===== src/rtl/assert_macros.svh =====
// Assertion macros for the gate sequencer RTL.
// Used by the top level; needs clk and rst_n in the including scope.
`ifndef ASSERT_MACROS_SVH
`define ASSERT_MACROS_SVH

// Same-cycle implication, checked out of reset
`define SBGS_ASSERT_NOW(label, ante, cons, msg) \
  label: assert property (@(posedge clk) disable iff (!rst_n) (ante) |-> (cons)) \
    else $error(msg);

// Next-cycle implication, checked out of reset
`define SBGS_ASSERT_NEXT(label, ante, cons, msg) \
  label: assert property (@(posedge clk) disable iff (!rst_n) (ante) |=> (cons)) \
    else $error(msg);

`endif


===== src/rtl/sbgs_pkg.sv =====
// Shared types, codes and helpers of the single-button gate sequencer.
// No dependencies; used by every RTL module of the block.
`default_nettype none

package sbgs_pkg;

  // Field widths
  localparam int unsigned DIST_W  = 16;
  localparam int unsigned POS_W   = 11;
  localparam int unsigned OP_W    = 2;
  localparam int unsigned FUNC_W  = 2;
  localparam int unsigned TIME_W  = 32;
  localparam int unsigned PULSE_W = 24;
  localparam int unsigned CIDX_W  = 2;
  localparam int unsigned QUO_W   = 10;

  // Q10 unity
  localparam logic [POS_W-1:0] Q_ONE = 11'd1024;

  // Item function codes
  localparam logic [FUNC_W-1:0] FUNC_SAMPLE = 2'd0;
  localparam logic [FUNC_W-1:0] FUNC_POSREQ = 2'd1;
  localparam logic [FUNC_W-1:0] FUNC_STOP   = 2'd2;

  // Direction / operation codes
  localparam logic [OP_W-1:0] OP_IDLE    = 2'd0;
  localparam logic [OP_W-1:0] OP_OPENING = 2'd1;
  localparam logic [OP_W-1:0] OP_CLOSING = 2'd2;

  // Configuration register indexes
  localparam logic [CIDX_W-1:0] CFG_TRAVEL    = 2'd0;
  localparam logic [CIDX_W-1:0] CFG_MIN_DELTA = 2'd1;
  localparam logic [CIDX_W-1:0] CFG_PULSE     = 2'd2;

  // Configuration reset values
  localparam logic [DIST_W-1:0]  TRAVEL_RST    = 16'd1000;
  localparam logic [POS_W-1:0]   MIN_DELTA_RST = 11'd51;
  localparam logic [PULSE_W-1:0] PULSE_RST     = 24'd500000;

  // Controller -> datapath commands
  typedef struct packed {
    logic load;       // latch accepted input transaction
    logic div_start;  // start distance-to-position divide
    logic apply;      // commit state update and write result register
  } ctrl_cmd_t;

  // Datapath -> controller status
  typedef struct packed {
    logic div_done;   // divide result valid
    logic out_free;   // result register can take a new transaction
  } dp_sts_t;

  function automatic logic [POS_W-1:0] abs_diff(input logic [POS_W-1:0] a,
                                                input logic [POS_W-1:0] b);
    abs_diff = (a > b) ? (a - b) : (b - a);
  endfunction

  function automatic logic [OP_W-1:0] opposite_of(input logic [OP_W-1:0] dir);
    opposite_of = (dir == OP_CLOSING) ? OP_OPENING : OP_CLOSING;
  endfunction

endpackage

`default_nettype wire


===== src/rtl/sbgs_div.sv =====
// Iterative restoring divider: position = 1024 - round(distance*1024/travel), floored at 0.
// Depends on sbgs_pkg. One quotient bit per cycle after a load cycle.
`default_nettype none

module sbgs_div (
  input  wire logic                        clk,
  input  wire logic                        rst_n,
  input  wire logic                        start,
  input  wire logic [sbgs_pkg::DIST_W-1:0] dist_in,
  input  wire logic [sbgs_pkg::DIST_W-1:0] travel,
  output logic                             done,
  output logic [sbgs_pkg::POS_W-1:0]       pos
);

  localparam int unsigned NUM_W = sbgs_pkg::DIST_W + sbgs_pkg::QUO_W + 1;
  localparam int unsigned DSH_W = sbgs_pkg::DIST_W + sbgs_pkg::QUO_W - 1;
  localparam int unsigned CNT_W = $clog2(sbgs_pkg::QUO_W);

  logic [sbgs_pkg::DIST_W-1:0] tdiv;
  logic [NUM_W-1:0]            num;
  logic [NUM_W-1:0]            lim;
  logic [NUM_W-1:0]            dsh_ext;
  logic                        fits;

  logic [NUM_W-1:0]              rem_r;
  logic [DSH_W-1:0]              dsh_r;
  logic [sbgs_pkg::QUO_W-1:0]    quo_r;
  logic [CNT_W-1:0]              cnt_r;
  logic                          sat_r;
  logic                          busy_r;
  logic                          done_r;

  // Zero travel acts as one; numerator carries the rounding half
  assign tdiv    = (travel == '0) ? {{(sbgs_pkg::DIST_W-1){1'b0}}, 1'b1} : travel;
  assign num     = {1'b0, dist_in, {sbgs_pkg::QUO_W{1'b0}}}
                 + {{(NUM_W-sbgs_pkg::DIST_W+1){1'b0}}, tdiv[sbgs_pkg::DIST_W-1:1]};
  assign lim     = {1'b0, tdiv, {sbgs_pkg::QUO_W{1'b0}}};
  assign dsh_ext = {2'b00, dsh_r};
  assign fits    = (rem_r >= dsh_ext);

  // Control: busy while stepping, done held until next start
  always_ff @(posedge clk) begin
    if (!rst_n) begin
      busy_r <= 1'b0;
      done_r <= 1'b0;
      cnt_r  <= '0;
    end else if (start) begin
      busy_r <= 1'b1;
      done_r <= 1'b0;
      cnt_r  <= CNT_W'(sbgs_pkg::QUO_W - 1);
    end else if (busy_r) begin
      if (cnt_r == '0) begin
        busy_r <= 1'b0;
        done_r <= 1'b1;
      end else begin
        cnt_r <= cnt_r - 1'b1;
      end
    end
  end

  // Datapath: one restoring step per cycle
  always_ff @(posedge clk) begin
    if (start) begin
      rem_r <= num;
      dsh_r <= {tdiv, {(sbgs_pkg::QUO_W-1){1'b0}}};
      quo_r <= '0;
      sat_r <= (num >= lim);
    end else if (busy_r) begin
      if (fits) begin
        rem_r <= rem_r - dsh_ext;
      end
      quo_r <= {quo_r[sbgs_pkg::QUO_W-2:0], fits};
      dsh_r <= dsh_r >> 1;
    end
  end

  assign done = done_r;
  assign pos  = sat_r ? '0 : (sbgs_pkg::Q_ONE - {1'b0, quo_r});

endmodule

`default_nettype wire


===== src/rtl/sbgs_ctrl.sv =====
// Controller state machine of the gate sequencer.
// Depends on sbgs_pkg; drives sbgs_dp through ctrl_cmd_t, reads dp_sts_t.
`default_nettype none

module sbgs_ctrl (
  input  wire logic                        clk,
  input  wire logic                        rst_n,
  input  wire logic                        in_valid,
  input  wire logic [sbgs_pkg::FUNC_W-1:0] in_func,
  input  wire logic                        in_distance_valid,
  input  wire sbgs_pkg::dp_sts_t           sts,
  output logic                             in_ready,
  output sbgs_pkg::ctrl_cmd_t              cmd
);

  typedef enum logic [3:0] {
    S_IDLE  = 4'b0001,
    S_START = 4'b0010,
    S_DIV   = 4'b0100,
    S_APPLY = 4'b1000
  } state_t;

  state_t state_r;
  state_t state_nxt;

  // Next state and commands
  always_comb begin
    state_nxt     = state_r;
    in_ready      = 1'b0;
    cmd           = '0;
    case (state_r)
      S_IDLE: begin
        in_ready = 1'b1;
        if (in_valid) begin
          cmd.load = 1'b1;
          if (in_func == sbgs_pkg::FUNC_SAMPLE && in_distance_valid) begin
            state_nxt = S_START;
          end else begin
            state_nxt = S_APPLY;
          end
        end
      end
      S_START: begin
        cmd.div_start = 1'b1;
        state_nxt     = S_DIV;
      end
      S_DIV: begin
        if (sts.div_done) begin
          state_nxt = S_APPLY;
        end
      end
      S_APPLY: begin
        if (sts.out_free) begin
          cmd.apply = 1'b1;
          state_nxt = S_IDLE;
        end
      end
      default: begin
        state_nxt = S_IDLE;
      end
    endcase
  end

  always_ff @(posedge clk) begin
    if (!rst_n) begin
      state_r <= S_IDLE;
    end else begin
      state_r <= state_nxt;
    end
  end

endmodule

`default_nettype wire


===== src/rtl/sbgs_dp.sv =====
// Datapath of the gate sequencer: config registers, gate state, divider, result register.
// Depends on sbgs_pkg and sbgs_div; controlled by sbgs_ctrl.
`default_nettype none

module sbgs_dp (
  input  wire logic                         clk,
  input  wire logic                         rst_n,
  input  wire sbgs_pkg::ctrl_cmd_t          cmd,
  output sbgs_pkg::dp_sts_t                 sts,
  // input transaction
  input  wire logic [sbgs_pkg::FUNC_W-1:0]  in_func,
  input  wire logic                         in_distance_valid,
  input  wire logic [sbgs_pkg::DIST_W-1:0]  in_distance,
  input  wire logic [sbgs_pkg::POS_W-1:0]   in_target_position,
  input  wire logic [sbgs_pkg::TIME_W-1:0]  in_now_us,
  // configuration write
  input  wire logic                         cfg_we,
  input  wire logic [sbgs_pkg::CIDX_W-1:0]  cfg_index,
  input  wire logic [sbgs_pkg::PULSE_W-1:0] cfg_data,
  // result
  input  wire logic                         out_ready,
  output logic                              out_valid,
  output logic [sbgs_pkg::POS_W-1:0]        out_position,
  output logic                              out_position_changed,
  output logic [sbgs_pkg::OP_W-1:0]         out_operation,
  output logic                              out_button_active
);

  // Configuration
  logic [sbgs_pkg::DIST_W-1:0]  travel_r;
  logic [sbgs_pkg::POS_W-1:0]   min_delta_r;
  logic [sbgs_pkg::PULSE_W-1:0] pulse_time_r;

  // Latched input transaction
  logic [sbgs_pkg::FUNC_W-1:0] func_r;
  logic                        dvalid_r;
  logic [sbgs_pkg::DIST_W-1:0] dist_r;
  logic [sbgs_pkg::POS_W-1:0]  target_r;
  logic [sbgs_pkg::TIME_W-1:0] now_r;

  // Gate state
  logic [sbgs_pkg::POS_W-1:0]  gate_pos_r,  gate_pos_nxt;
  logic [sbgs_pkg::OP_W-1:0]   cur_op_r,    cur_op_nxt;
  logic [sbgs_pkg::OP_W-1:0]   req_dir_r,   req_dir_nxt;
  logic [sbgs_pkg::OP_W-1:0]   exp_dir_r,   exp_dir_nxt;
  logic                        press_pend_r, press_pend_nxt;
  logic                        pulse_run_r, pulse_run_nxt;
  logic [sbgs_pkg::TIME_W-1:0] deadline_r,  deadline_nxt;
  logic                        rev_pend_r,  rev_pend_nxt;
  logic                        changed_nxt;

  // Result register
  logic                        out_valid_r;
  logic [sbgs_pkg::POS_W-1:0]  out_pos_r;
  logic                        out_chg_r;
  logic [sbgs_pkg::OP_W-1:0]   out_op_r;
  logic                        out_btn_r;

  // Helpers
  logic [sbgs_pkg::POS_W-1:0]  div_pos;
  logic                        div_done;
  logic [sbgs_pkg::POS_W-1:0]  target_sat;
  logic [sbgs_pkg::TIME_W-1:0] past;
  logic                        expired;

  sbgs_div u_div (
    .clk     (clk),
    .rst_n   (rst_n),
    .start   (cmd.div_start),
    .dist_in (dist_r),
    .travel  (travel_r),
    .done    (div_done),
    .pos     (div_pos)
  );

  // Configuration registers
  always_ff @(posedge clk) begin
    if (!rst_n) begin
      travel_r     <= sbgs_pkg::TRAVEL_RST;
      min_delta_r  <= sbgs_pkg::MIN_DELTA_RST;
      pulse_time_r <= sbgs_pkg::PULSE_RST;
    end else if (cfg_we) begin
      case (cfg_index)
        sbgs_pkg::CFG_TRAVEL:    travel_r     <= cfg_data[sbgs_pkg::DIST_W-1:0];
        sbgs_pkg::CFG_MIN_DELTA: min_delta_r  <= cfg_data[sbgs_pkg::POS_W-1:0];
        sbgs_pkg::CFG_PULSE:     pulse_time_r <= cfg_data;
        default: ;
      endcase
    end
  end

  // Input latch
  always_ff @(posedge clk) begin
    if (cmd.load) begin
      func_r   <= in_func;
      dvalid_r <= in_distance_valid;
      dist_r   <= in_distance;
      target_r <= in_target_position;
      now_r    <= in_now_us;
    end
  end

  assign target_sat = (target_r > sbgs_pkg::Q_ONE) ? sbgs_pkg::Q_ONE : target_r;
  // Deadline passed: wrapped difference in 1 .. 2^31-1
  assign past       = now_r - deadline_r;
  assign expired    = (past != '0) && !past[sbgs_pkg::TIME_W-1];

  // State update for one transaction
  always_comb begin
    gate_pos_nxt   = gate_pos_r;
    cur_op_nxt     = cur_op_r;
    req_dir_nxt    = req_dir_r;
    exp_dir_nxt    = exp_dir_r;
    press_pend_nxt = press_pend_r;
    pulse_run_nxt  = pulse_run_r;
    deadline_nxt   = deadline_r;
    rev_pend_nxt   = rev_pend_r;
    changed_nxt    = 1'b0;
    case (func_r)
      sbgs_pkg::FUNC_SAMPLE: begin
        if (dvalid_r && (sbgs_pkg::abs_diff(div_pos, gate_pos_r) > min_delta_r)) begin
          gate_pos_nxt = div_pos;
          changed_nxt  = 1'b1;
        end
        // press poll
        if (press_pend_r) begin
          if (!pulse_run_r) begin
            pulse_run_nxt = 1'b1;
            deadline_nxt  = now_r + {8'd0, pulse_time_r};
          end else if (expired) begin
            press_pend_nxt = 1'b0;
            pulse_run_nxt  = 1'b0;
            // direction tracking
            if (req_dir_r == sbgs_pkg::OP_IDLE) begin
              exp_dir_nxt = sbgs_pkg::opposite_of(exp_dir_r);
            end else if (rev_pend_r) begin
              rev_pend_nxt   = 1'b0;
              press_pend_nxt = 1'b1;
              exp_dir_nxt    = req_dir_r;
            end else if (req_dir_r != exp_dir_r) begin
              rev_pend_nxt   = 1'b1;
              press_pend_nxt = 1'b1;
            end else begin
              rev_pend_nxt = 1'b0;
              exp_dir_nxt  = sbgs_pkg::opposite_of(req_dir_r);
            end
          end
        end
      end
      sbgs_pkg::FUNC_POSREQ: begin
        if (sbgs_pkg::abs_diff(target_sat, gate_pos_r) >= min_delta_r) begin
          cur_op_nxt     = (target_sat > gate_pos_r) ? sbgs_pkg::OP_CLOSING
                                                     : sbgs_pkg::OP_OPENING;
          req_dir_nxt    = cur_op_nxt;
          press_pend_nxt = 1'b1;
          gate_pos_nxt   = target_sat;
          changed_nxt    = 1'b1;
        end
      end
      sbgs_pkg::FUNC_STOP: begin
        req_dir_nxt    = sbgs_pkg::OP_IDLE;
        press_pend_nxt = 1'b1;
      end
      default: ;
    endcase
  end

  // Gate state registers
  always_ff @(posedge clk) begin
    if (!rst_n) begin
      gate_pos_r   <= '0;
      cur_op_r     <= sbgs_pkg::OP_IDLE;
      req_dir_r    <= sbgs_pkg::OP_IDLE;
      exp_dir_r    <= sbgs_pkg::OP_IDLE;
      press_pend_r <= 1'b0;
      pulse_run_r  <= 1'b0;
      deadline_r   <= '0;
      rev_pend_r   <= 1'b0;
    end else if (cmd.apply) begin
      gate_pos_r   <= gate_pos_nxt;
      cur_op_r     <= cur_op_nxt;
      req_dir_r    <= req_dir_nxt;
      exp_dir_r    <= exp_dir_nxt;
      press_pend_r <= press_pend_nxt;
      pulse_run_r  <= pulse_run_nxt;
      deadline_r   <= deadline_nxt;
      rev_pend_r   <= rev_pend_nxt;
    end
  end

  // Result register
  always_ff @(posedge clk) begin
    if (!rst_n) begin
      out_valid_r <= 1'b0;
    end else if (cmd.apply) begin
      out_valid_r <= 1'b1;
    end else if (out_ready) begin
      out_valid_r <= 1'b0;
    end
  end

  always_ff @(posedge clk) begin
    if (cmd.apply) begin
      out_pos_r <= gate_pos_nxt;
      out_chg_r <= changed_nxt;
      out_op_r  <= cur_op_nxt;
      out_btn_r <= pulse_run_nxt;
    end
  end

  assign sts.div_done = div_done;
  assign sts.out_free = !out_valid_r || out_ready;

  assign out_valid            = out_valid_r;
  assign out_position         = out_pos_r;
  assign out_position_changed = out_chg_r;
  assign out_operation        = out_op_r;
  assign out_button_active    = out_btn_r;

endmodule

`default_nettype wire


===== src/rtl/single_button_gate_sequencer_unit.sv =====
// Top level of the single-button gate sequencer: controller plus datapath.
// Depends on sbgs_pkg, sbgs_ctrl, sbgs_dp (with sbgs_div) and assert_macros.svh.
//
//   channel  dir  handshake           payload
//   in_      in   in_valid/in_ready   func, distance_valid, distance, target_position, now_us
//   out_     out  out_valid/out_ready position, position_changed, operation, button_active
//   cfg_     in   cfg_valid/cfg_ready cfg_index, cfg_data (always ready)
//
// A sample transaction with a valid distance passes from acceptance to the next acceptance
// through load, divider start, ten restoring steps, done check and writeback; other
// transactions go through load and writeback only. One transaction is in flight at a time.
// The result register holds a finished result while the next transaction is taken;
// writeback waits only if that register is still full. Synchronous active-low reset.
`default_nettype none
`include "assert_macros.svh"

module single_button_gate_sequencer_unit (
  input  wire logic                         clk,
  input  wire logic                         rst_n,
  // input channel
  input  wire logic                         in_valid,
  output logic                              in_ready,
  input  wire logic [sbgs_pkg::FUNC_W-1:0]  in_func,
  input  wire logic                         in_distance_valid,
  input  wire logic [sbgs_pkg::DIST_W-1:0]  in_distance,
  input  wire logic [sbgs_pkg::POS_W-1:0]   in_target_position,
  input  wire logic [sbgs_pkg::TIME_W-1:0]  in_now_us,
  // result channel
  output logic                              out_valid,
  input  wire logic                         out_ready,
  output logic [sbgs_pkg::POS_W-1:0]        out_position,
  output logic                              out_position_changed,
  output logic [sbgs_pkg::OP_W-1:0]         out_operation,
  output logic                              out_button_active,
  // configuration channel
  input  wire logic                         cfg_valid,
  output logic                              cfg_ready,
  input  wire logic [sbgs_pkg::CIDX_W-1:0]  cfg_index,
  input  wire logic [sbgs_pkg::PULSE_W-1:0] cfg_data
);

  sbgs_pkg::ctrl_cmd_t ctrl_cmd;
  sbgs_pkg::dp_sts_t   dp_sts;

  assign cfg_ready = 1'b1;

  sbgs_ctrl u_ctrl (
    .clk               (clk),
    .rst_n             (rst_n),
    .in_valid          (in_valid),
    .in_func           (in_func),
    .in_distance_valid (in_distance_valid),
    .sts               (dp_sts),
    .in_ready          (in_ready),
    .cmd               (ctrl_cmd)
  );

  sbgs_dp u_dp (
    .clk                  (clk),
    .rst_n                (rst_n),
    .cmd                  (ctrl_cmd),
    .sts                  (dp_sts),
    .in_func              (in_func),
    .in_distance_valid    (in_distance_valid),
    .in_distance          (in_distance),
    .in_target_position   (in_target_position),
    .in_now_us            (in_now_us),
    .cfg_we               (cfg_valid && cfg_ready),
    .cfg_index            (cfg_index),
    .cfg_data             (cfg_data),
    .out_ready            (out_ready),
    .out_valid            (out_valid),
    .out_position         (out_position),
    .out_position_changed (out_position_changed),
    .out_operation        (out_operation),
    .out_button_active    (out_button_active)
  );

  // Assertions
  `SBGS_ASSERT_NEXT(a_busy_after_accept, in_valid && in_ready, !in_ready, "accepted while busy")
  `SBGS_ASSERT_NOW(a_pos_range, out_valid, out_position <= sbgs_pkg::Q_ONE, "position above one")
  `SBGS_ASSERT_NEXT(a_out_drain, out_valid && out_ready && !ctrl_cmd.apply, !out_valid, "result repeated")

endmodule

`default_nettype wire


===== config.mk =====
export PLATFORM = sky130hd
export DESIGN_NAME = single_button_gate_sequencer_unit
export DESIGN_NICKNAME = d
export VERILOG_FILES = /design/src/rtl/sbgs_pkg.sv /design/src/rtl/sbgs_div.sv /design/src/rtl/sbgs_ctrl.sv /design/src/rtl/sbgs_dp.sv /design/src/rtl/single_button_gate_sequencer_unit.sv
export VERILOG_INCLUDE_DIRS = /design/src /design/src/rtl
export SDC_FILE = /design/constraint.sdc
export NUM_CORES = 1
export LEC_CHECK = 0
export BUFFER_PORTS_ARGS = -buffer_cell sky130_fd_sc_hd__buf_2
export CAP_MARGIN = 20
export CORE_ASPECT_RATIO = 0.9
export CORE_MARGIN = 5
export CORE_UTILIZATION = 30
export CTS_CLUSTER_DIAMETER = 200
export DETAILED_ROUTE_END_ITERATION = 8
export SETUP_SLACK_MARGIN = 0.5
export SLEW_MARGIN = 10
export SYNTH_ARGS = -nofsm -noshare
export SYNTH_HDL_FRONTEND = slang
export SYNTH_SLANG_ARGS = --single-unit

===== constraint.sdc =====
create_clock -name clk -period 6.3 [get_ports clk]
set_input_delay 0.63 -clock clk [delete_from_list [all_inputs] [get_ports clk]]
set_output_delay 0.63 -clock clk [all_outputs]
set_load 0.05 [all_outputs]

==> flow_metrics.env, run 1 <==
export IMPL_status="finished clean"
export IMPL_final_common_cell="nand2_1"
export IMPL_path_delay_family="simple AND/OR/NAND/NOR gates"
export IMPL_ys_seq_area_share_pct=36.8
export IMPL_leakage_nw=8.16
export IMPL_arrival_ps=5990
export IMPL_required_ps=6620
export IMPL_hold_violations=0
export IMPL_criticalPathCategory="flop to flop"
export IMPL_num_rows=83
export IMPL_fmax_mhz=176
export IMPL_synth_area_per_cell_sq_um=8.71
export IMPL_htree_levels=1
export IMPL_design_core_area_sq_mm=0.0568
export IMPL_root_buffer="clkbuf_16"
export IMPL_dr_first_iter_drc_count=923
export IMPL_clk_path_buf_depth=3
export IMPL_cp_end_kind="flop"
export IMPL_port_buffers=109
export IMPL_cts_made_buffers=29
export IMPL_slew_headroom_pct=26.6
export IMPL_met1_usage_pct=21.0
export IMPL_grt_use_total_pct=15.1
export IMPL_drv_cap=0
export IMPL_via_count=14600
export IMPL_ys_types=78
export IMPL_ff2ff_path_depth=27
export IMPL_top_usage_layer="met2"
export IMPL_netlist_instances=1963
export IMPL_crit_path_top_delay_cell="or4_4"
export IMPL_synthArstFlopShare_pct=0
export IMPL_yosysWarnings=0
export IMPL_use_met2_pct=24.3
export IMPL_whs_path_depth=1
export IMPL_dr_pass1_iters=5
export IMPL_grt_pass1_vias=14300
export IMPL_drive_gt1_share_pct=12.8
export IMPL_wl_mm=48.9
export IMPL_cp_max_fo=7
export IMPL_io_pins=111
export IMPL_remaining_drc_errors=0
export IMPL_critPathBufInv=3
export IMPL_die_x_um=262
export IMPL_fin_crit_ps=5670
export IMPL_irDropWorstVdd_mv=0.202
export IMPL_cts_hold_buf=0
export IMPL_die_area_sq_mm=0.0619
export IMPL_clk_pin_slew_ps=60
export IMPL_final_period_utilization_pct=90.1
export IMPL_routabilityCongestion=0.900
export IMPL_grt_max_degree=64
export IMPL_min_path_type="primary input to flop"
export IMPL_synth_top_area_cell="edfxtp_1"
export IMPL_routed_via_density=5.13
export IMPL_chipHeight_um=237
export IMPL_synth_ff_type="dfxtp_1"
export IMPL_fin_nets=2331
export IMPL_path_depth=27
export IMPL_synthToLayoutAreaGrowth_pct=16.3
export IMPL_cts_sinks=254
export IMPL_finalSetupViolCount=0
export IMPL_cts_tree="yes"
export IMPL_dpl_hpwl_mm=37.4
export IMPL_antenna_found_initial=9
export IMPL_start_kind="flop"
export IMPL_synth_seq_cells=254
export IMPL_synth_edff_count=121
export IMPL_tightest_slew_ps=1100
export IMPL_finalSetupTns_ps=0
export IMPL_initial_core_util_pct=30.1
export IMPL_final_antenna_net_count=0
export IMPL_grt_ovfl_total=0
export IMPL_fin_area_sq_mm=0.0199
export IMPL_synth_area_top_cells="edfxtp_1, dfxtp_1, ha_1"
export IMPL_placed_area_sq_mm=0.0185
export IMPL_clk_latency_ps=580
export IMPL_yosysTopAreaCellShare_pct=21.2
export IMPL_powerDensity_mw_per_mm2=329
export IMPL_detail_route_wl_per_cell_um=17.2
export IMPL_grt_pass1_wl_mm=76.5
export IMPL_fin_skew_ps=24.4
export IMPL_netlist_area_sq_mm=0.0171
export IMPL_slew_violations=0
export IMPL_gr_usage_met3_pct=2.62
export IMPL_rsz0062_at_grt="true"
export IMPL_synth_nets=2235
export IMPL_worst_path_largest_cell_delay_ps=580
export IMPL_mostFrequentLayoutCells="nand2_1, a21oi_1, ha_1, inv_1, dfxtp_1"
==> layout make-up <==
cell class	instances	area, sq um
Tap cell	765	957
Clock buffer	38	801
Multi-Input combinational cell	1461	10200
Sequential cell	254	6300
Fill cell	5805	36900
Antenna cell	1	2.50
Clock inverter	16	196
Timing Repair Buffer	143	825
Inverter	170	638
==> metal layers <==
layer,routed length [um],vias to the layer above
met5,81,-
met4,1190,12
met3,2920,87
met2,22000,340
met1,22700,7000
li1,-,7170
==> synth_stat cells (6+ instances only) <==
master and instances:
a211o_1 11, fa_1 8, a211oi_1 15, dfxtp_1 133, o2111ai_1 6, clkbuf_1 67, xor2_1 38, nor4_1 7
a21o_1 65, o21ai_1 16, nor2b_1 24, nand3b_1 7, xnor2_1 62, a221oi_1 6, nand2b_1 36, a31oi_1 13
o22ai_1 9, o211ai_1 19, and2_1 14, buf_1 7, o21bai_1 13, o21a_1 13, o31ai_1 16, nand4_1 20
nor2_1 118, nor3_1 19, ha_1 171, o21ai_0 104, or2_2 8, o221ai_1 7, edfxtp_1 121, nand2_1 249
nand3_1 44, mux2i_1 35, mux2_2 6, or3_1 10, a21oi_1 174, inv_1 169, and3_1 17
==> registers in the layout, indices dropped and copies added, names as in the netlist, 2 cells and up <==
register	cells
u_dp.pulse_time_r	24
u_dp.deadline_r	32
u_dp.dist_r	16
u_dp.req_dir_r	2
u_dp.out_position	11
u_dp.now_r	32
u_dp.u_div.cnt_r	4
u_dp.cur_op_r	2
u_dp.u_div.rem_r	27
u_dp.u_div.quo_r	10
u_dp.travel_r	16
u_dp.target_r	11
u_dp.min_delta_r	11
u_ctrl.state_r	4
u_dp.gate_pos_r	11
u_dp.func_r	2
u_dp.exp_dir_r	2
u_dp.u_div.dsh_r	25
u_dp.out_operation	2
==> through the flow <==
| step | util [%] | hold WS (ps) | setup slack (ps) | cells | total power (W) |
|---|---|---|---|---|---|
| after detailed placement | 32.6 | 447 | 78.7 | 2779 | 0.00451 |
| after global routing | 35.0 | 202 | 450 | 2847 | 0.00695 |
| final | 35.0 | 222 | 626 | 2848 | 0.00654 |
| after floorplan | - | 432 | 506 | 1963 | 0.00384 |
| after global placement | 32.6 | 441 | 184 | 2779 | 0.00447 |
| after CTS | 34.5 | 194 | 521 | 2836 | 0.00638 |
==> timing repair <==
item                                    in CTS  in global routing
pin swaps                                    3                 14
endpoints found under the setup margin      23                 28
resized for setup                           16                 45
endpoints found under the hold margin        0                  0
buffers inserted                             3                 11
==> final timing paths <==
| path | start | endpoint | slack [ps] |
|---|---|---|---|
| worst max register to register | u_dp.u_div.quo_r[5]$_SDFFE_PP0P_ | u_dp.out_position[6]$_DFFE_PP_ | 630 |
| worst max-delay path | u_dp.u_div.quo_r[5]$_SDFFE_PP0P_ | u_dp.out_position[6]$_DFFE_PP_ | 630 |
| worst min-delay path | in_now_us[15] | u_dp.now_r[15]$_DFFE_PP_ | 220 |
| worst min register to register | u_dp.deadline_r[2]$_SDFFE_PN0P_ | u_dp.deadline_r[2]$_SDFFE_PN0P_ | 450 |
==> kinds of logic (layout without fill, tap and decap cells) <==
family	Yosys count	count (layout)	share of synthesized area (%)
buffers and inverters	248	367	5.52
AOI/OAI and AO/OA	545	545	20.4
adders and majority gates	179	179	13.4
xor gates and xnor gates	100	100	5.12
DFF	254	254	36.8
and+or+nand+nor	595	595	16.2
muxes	41	41	2.44
other	1	2	0.0219
==> power by group <==
group / internal (W) / switching [W] / leakage [nW] / total [W]
Clock: 0.00106 / 0.000718 / 0.480 / 0.00178
Sequential: 0.00191 / 0.000115 / 2.20 / 0.00203
Combinational: 0.00115 / 0.00158 / 5.47 / 0.00273
No activity file was read; power rests on OpenSTA's default activity.
==> inputs of run 2 (changes only) <==
Settings changed: MAX_ROUTING_LAYER set to met4.
==> run 2 against run 1 <==
  * Clock skew increased by 2.6 ps
  * Critical endpoint is now u_dp.out_position[8]$_DFFE_PP_
  * Sequential power about the same
  * Combinational power rose by 2%
  * Non-clock buffer count rose by 4
  * Sequential cell count did not move
  * Global-route usage increased by 0.54 points
  * Clock power is essentially flat
==> flow_metrics.env, run 2 (synthesis results as in run 1) <==
export IMPL_status="finished clean"
export IMPL_slew_violations=0
export IMPL_chipHeight_um=237
export IMPL_ff2ff_path_depth=28
export IMPL_cts_tree="yes"
export IMPL_die_x_um=262
export IMPL_detail_route_wl_per_cell_um=17.2
export IMPL_io_pins=111
export IMPL_cp_end_kind="flop"
export IMPL_grt_max_degree=64
export IMPL_mostFrequentLayoutCells="nand2_1, a21oi_1, ha_1, inv_1, dfxtp_1"
export IMPL_multi_input_comb_area_sq_mm=0.0102
export IMPL_min_path_type="primary input to flop"
export IMPL_total_power_w=0.00659
export IMPL_fin_crit_ps=5720
export IMPL_design_core_area_sq_mm=0.0568
export IMPL_routabilityCongestion=0.896
export IMPL_dr_first_iter_drc_count=967
export IMPL_clk_pin_slew_ps=60
export IMPL_dr_pass1_iters=5
export IMPL_worst_path_largest_cell_delay_ps=570
export IMPL_seq_area_sq_mm=0.00630
export IMPL_htree_levels=1
export IMPL_grt_use_total_pct=15.7
export IMPL_tightest_slew_ps=1040
export IMPL_die_area_sq_mm=0.0619
export IMPL_initial_core_util_pct=30.1
export IMPL_final_antenna_net_count=0
export IMPL_drive_gt1_share_pct=13.4
export IMPL_clk_path_buf_depth=3
export IMPL_final_period_utilization_pct=90.8
export IMPL_whs_path_depth=1
export IMPL_fin_skew_ps=27.0
export IMPL_cts_made_buffers=29
export IMPL_criticalPathCategory="flop to flop"
export IMPL_num_rows=83
export IMPL_start_kind="flop"
export IMPL_synthToLayoutAreaGrowth_pct=16.9
export IMPL_root_buffer="clkbuf_16"
export IMPL_final_common_cell="nand2_1"
export IMPL_via_count=14500
export IMPL_dpl_hpwl_mm=37.6
export IMPL_slew_headroom_pct=30.7
export IMPL_fill_cells=5798
export IMPL_cts_sinks=254
export IMPL_cts_hold_buf=0
export IMPL_drv_cap=0
export IMPL_remaining_drc_errors=0
export IMPL_fmax_mhz=175
export IMPL_grt_pass1_vias=14100
export IMPL_port_buffers=109
export IMPL_hold_violations=0
export IMPL_finalSetupTns_ps=0
export IMPL_antenna_found_initial=10
export IMPL_arrival_ps=6040
export IMPL_clk_latency_ps=590
export IMPL_crit_path_top_delay_cell="or4_4"
export IMPL_fin_nets=2335
export IMPL_cp_max_fo=7
export IMPL_grt_pass1_wl_mm=76.8
export IMPL_leakage_nw=8.19
export IMPL_powerDensity_mw_per_mm2=329
export IMPL_top_regs="u_dp.deadline_r: 32 flops, u_dp.now_r: 32 flops, u_dp.u_div.rem_r: 27 flops"
export IMPL_wl_mm=49.3
export IMPL_rsz0062_at_grt="true"
export IMPL_finalSetupViolCount=0
export IMPL_routed_via_density=5.06
export IMPL_required_ps=6620
export IMPL_irDropWorstVdd_mv=0.203
export IMPL_grt_ovfl_total=0
run 2: changes by cell type in the layout (fill, tap and decap cells not counted), moves of 3 or more:
cell	before	now
nand2_2	0	3
o221ai_4	1	4
clkinv_2	4	7
diode_2	1	11
clkbuf_1	6	2
inv_6	1	4
buf_4	31	34
o221ai_2	4	1
run 2: repair_timing:
action | 4_1_cts | 5_1_grt
pin swaps | 5 | 22
gates resized for setup | 17 | 50
setup buffers | 7 | 12
setup endpoints to repair | 23 | 27
run 2: per-layer routing:
metal	vias up	part of all wire, %	global-route usage (%)	routed length, um
met5	-	0	-	0
met4	0	2.2	4.00	1070
met3	69	5.8	2.91	2870
met2	295	45	24.5	22200
met1	6911	47	21.1	23200
li1	7203	-	-	-
run 2: final cells by class:
type	count	area share (%)
timing repair buffer	147	4.28
clock buffer	37	4.19
clock inverter	17	0.789
antenna	11	0.138
inverter	170	3.19
multi-input combinational	1461	51.1
sequential	254	31.5
tap	765	4.79
run 2: final timing paths:
kind,start,endpoint,slack [ps]
hold / removal,in_now_us[16],u_dp.now_r[16]$_DFFE_PP_,210
hold reg to reg,u_dp.deadline_r[3]$_SDFFE_PN0P_,u_dp.deadline_r[3]$_SDFFE_PN0P_,450
setup / recovery,u_dp.u_div.quo_r[4]$_SDFFE_PP0P_,u_dp.out_position[8]$_DFFE_PP_,580
setup reg to reg,u_dp.u_div.quo_r[4]$_SDFFE_PP0P_,u_dp.out_position[8]$_DFFE_PP_,580
run 2: power breakdown:
group	total, W	internal, W	switching, W	leakage (nW)
sequential	0.00203	0.00192	0.000119	2.20
clock	0.00177	0.00103	0.000741	0.493
combinational	0.00278	0.00119	0.00160	5.49
total	0.00659	0.00413	0.00246	8.19
run 2: worst max-delay path, delay by kind of cell, from the launching register on:
| family | cells | cell delay, ps |
|---|---|---|
| compound gates | 11 | 1540 |
| xor+xnor | 1 | 130 |
| fa+ha+maj | 2 | 590 |
| buf+inv | 4 | 510 |
| flops | 1 | 350 |
| mux | 1 | 320 |
| simple gates | 9 | 2050 |
run 2: metrics by stage:
stage                     utilization [%]  hold slack (ps)  setup WS, ps  std cells  instance area, sq um
after global routing                 35.2              178           394       2861                 20000
after global placement               32.5              441           191       2778                 18500
after CTS                            34.5              176           499       2839                 19600
after detailed placement             32.5              445          38.8       2778                 18500
final                                35.2              213           580       2862                 20000
after floorplan                         -              432           506       1963                 17100
==> inputs of run 3 (changes only) <==
Clock period 6.3 ns to 7.3 ns, I/O delays scaled along.
==> run 3 against run 2 <==
  * Clock power shrank 15%
  * Largest cell class unchanged
  * Maximum frequency is 12% lower
  * Register-to-register slack better by 200 ps
  * Critical endpoint is now u_dp.gate_pos_r[6]$_SDFFE_PN0P_
  * Combinational power is 23% lower
==> flow_metrics.env, run 3 (synthesis results as in run 1) <==
export IMPL_status="finished clean"
export IMPL_cts_made_buffers=31
export IMPL_r2r_start="u_dp.u_div.quo_r[3]$_SDFFE_PP0P_"
export IMPL_fmax_mhz=153
export IMPL_placed_area_sq_mm=0.0184
export IMPL_routabilityCongestion=0.919
export IMPL_cp_end_kind="flop"
export IMPL_initial_core_util_pct=30.1
export IMPL_grt_pass1_vias=14000
export IMPL_whs_path_depth=1
export IMPL_gr_usage_met3_pct=2.34
export IMPL_finalSetupViolCount=0
export IMPL_regToRegSetupSlack_ps=780
export IMPL_irDropWorstVdd_mv=0.171
export IMPL_drv_cap=0
export IMPL_root_buffer="clkbuf_16"
export IMPL_powerDensity_mw_per_mm2=278
export IMPL_fin_skew_ps=28.1
export IMPL_remaining_drc_errors=0
export IMPL_start_kind="flop"
export IMPL_die_x_um=262
export IMPL_mostFrequentLayoutCells="nand2_1, a21oi_1, ha_1, inv_1, dfxtp_1"
export IMPL_antenna_found_initial=7
export IMPL_clk_path_buf_depth=3
export IMPL_slew_violations=0
export IMPL_required_ps=7810
export IMPL_synthToLayoutAreaGrowth_pct=13.8
export IMPL_hold_end="u_dp.now_r[14]$_DFFE_PP_"
export IMPL_arrival_ps=7020
export IMPL_leakage_nw=8.01
export IMPL_total_power_w=0.00540
export IMPL_final_period_utilization_pct=89.3
export IMPL_cts_sinks=254
export IMPL_clk_latency_ps=590
export IMPL_htree_levels=1
export IMPL_grt_ovfl_total=0
export IMPL_tightest_slew_ps=977
export IMPL_clk_pin_slew_ps=60
export IMPL_critPathBufInv=4
export IMPL_grt_pass1_wl_mm=77.8
export IMPL_dpl_hpwl_mm=38.1
export IMPL_grt_max_degree=63
export IMPL_min_delay_start="in_now_us[14]"
export IMPL_cts_setup_buffers=0
export IMPL_placed_cells=2774
export IMPL_drive_gt1_share_pct=9.92
export IMPL_die_area_sq_mm=0.0619
export IMPL_chipHeight_um=237
export IMPL_instances_no_fill=2839
export IMPL_worst_path_largest_cell_delay_ps=610
export IMPL_fin_crit_ps=6520
export IMPL_routed_via_density=5.11
export IMPL_rsz0062_at_grt="true"
export IMPL_use_met2_pct=23.8
export IMPL_r2r_end="u_dp.gate_pos_r[6]$_SDFFE_PN0P_"
export IMPL_grt_use_total_pct=15.9
export IMPL_design_core_area_sq_mm=0.0568
export IMPL_min_path_type="primary input to flop"
export IMPL_dr_first_iter_drc_count=1092
export IMPL_num_rows=83
export IMPL_slew_headroom_pct=34.9
export IMPL_io_pins=111
export IMPL_top_usage_layer="met2"
export IMPL_final_antenna_net_count=0
export IMPL_dr_pass1_iters=5
export IMPL_top_regs="u_dp.deadline_r: 32 flops, u_dp.now_r: 32 flops, u_dp.u_div.rem_r: 27 flops"
export IMPL_met1_usage_pct=23.1
export IMPL_final_common_cell="nand2_1"
export IMPL_path_delay_family="simple AND/OR/NAND/NOR gates"
export IMPL_hold_violations=0
export IMPL_fin_hold_ws_ps=317
export IMPL_crit_top_cell="o21ai_1"
export IMPL_cts_tree="yes"
export IMPL_wl_mm=49.6
export IMPL_detail_route_wl_per_cell_um=17.5
export IMPL_ff2ff_path_depth=29
export IMPL_criticalPathCategory="flop to flop"
export IMPL_crit_path_top_delay_cell="or4_1"
export IMPL_port_buffers=109
export IMPL_fin_nets=2314
export IMPL_cp_max_fo=15
export IMPL_via_count=14500
export IMPL_fin_area_sq_mm=0.0195
export IMPL_finalSetupTns_ps=0
[run 3: metrics by stage]
stage	util, %	setup WS (ps)
after floorplan	-	1260
after global placement	32.5	801
after detailed placement	32.5	668
after CTS	34.2	637
after global routing	34.3	504
final	34.3	784
[run 3: repair_timing]
action / CTS / global route
hold buffers: 0 / 0
resized for setup: 0 / 3
endpoints found under the setup margin: 0 / 12
[run 3: cell type report]
cell class | instances | area, sq um
inverters | 170 | 638
repair buffers | 124 | 658
flip-flops and latches | 254 | 6300
well taps | 765 | 957
clock inverters | 14 | 92.6
clock buffers | 44 | 908
fillers | 5872 | 37300
diodes | 7 | 17.5
multi-input cells | 1461 | 9900
[run 3: how the worst max path moves through the flow]
stage / start / slack [ps] / depth (start not counted) / endpoint
after global placement: u_dp.u_div.quo_r[3]$_SDFFE_PP0P_ / 800 / 29 / u_dp.gate_pos_r[4]$_SDFFE_PN0P_
after CTS: u_dp.u_div.quo_r[3]$_SDFFE_PP0P_ / 640 / 29 / u_dp.gate_pos_r[6]$_SDFFE_PN0P_
final: u_dp.u_div.quo_r[3]$_SDFFE_PP0P_ / 780 / 29 / u_dp.gate_pos_r[6]$_SDFFE_PN0P_
after floorplan: u_dp.u_div.quo_r[3]$_SDFFE_PP0P_ / 1260 / 28 / u_dp.gate_pos_r[10]$_SDFFE_PN0P_
after detailed placement: u_dp.u_div.quo_r[3]$_SDFFE_PP0P_ / 670 / 29 / u_dp.gate_pos_r[6]$_SDFFE_PN0P_
after global routing: u_dp.u_div.quo_r[3]$_SDFFE_PP0P_ / 500 / 29 / u_dp.gate_pos_r[6]$_SDFFE_PN0P_
[run 3: power breakdown]
group	internal [W]	total, W	switching (W)
combinational	0.000850	0.00214	0.00129
sequential	0.00165	0.00176	0.000102
clock	0.000871	0.00151	0.000638
total	0.00337	0.00540	0.00203
[run 3: routing by layer]
layer,vias to the layer above,wire (um)
li1,7168,-
met1,6892,24300
met2,384,21600
met3,68,2830
met4,0,918
met5,-,0
[run 3: worst reg2reg max path: cells and delay by family (launching register included)]
kind | cells | cell delay, ps
AND/OR/NAND/NOR | 10 | 2470
AO/OA/AOI/OAI | 11 | 2010
adder cells (fa/ha/maj) | 2 | 640
buffers and inverters | 4 | 540
flip-flops | 1 | 380
multiplexers | 1 | 310
XOR/XNOR | 1 | 130
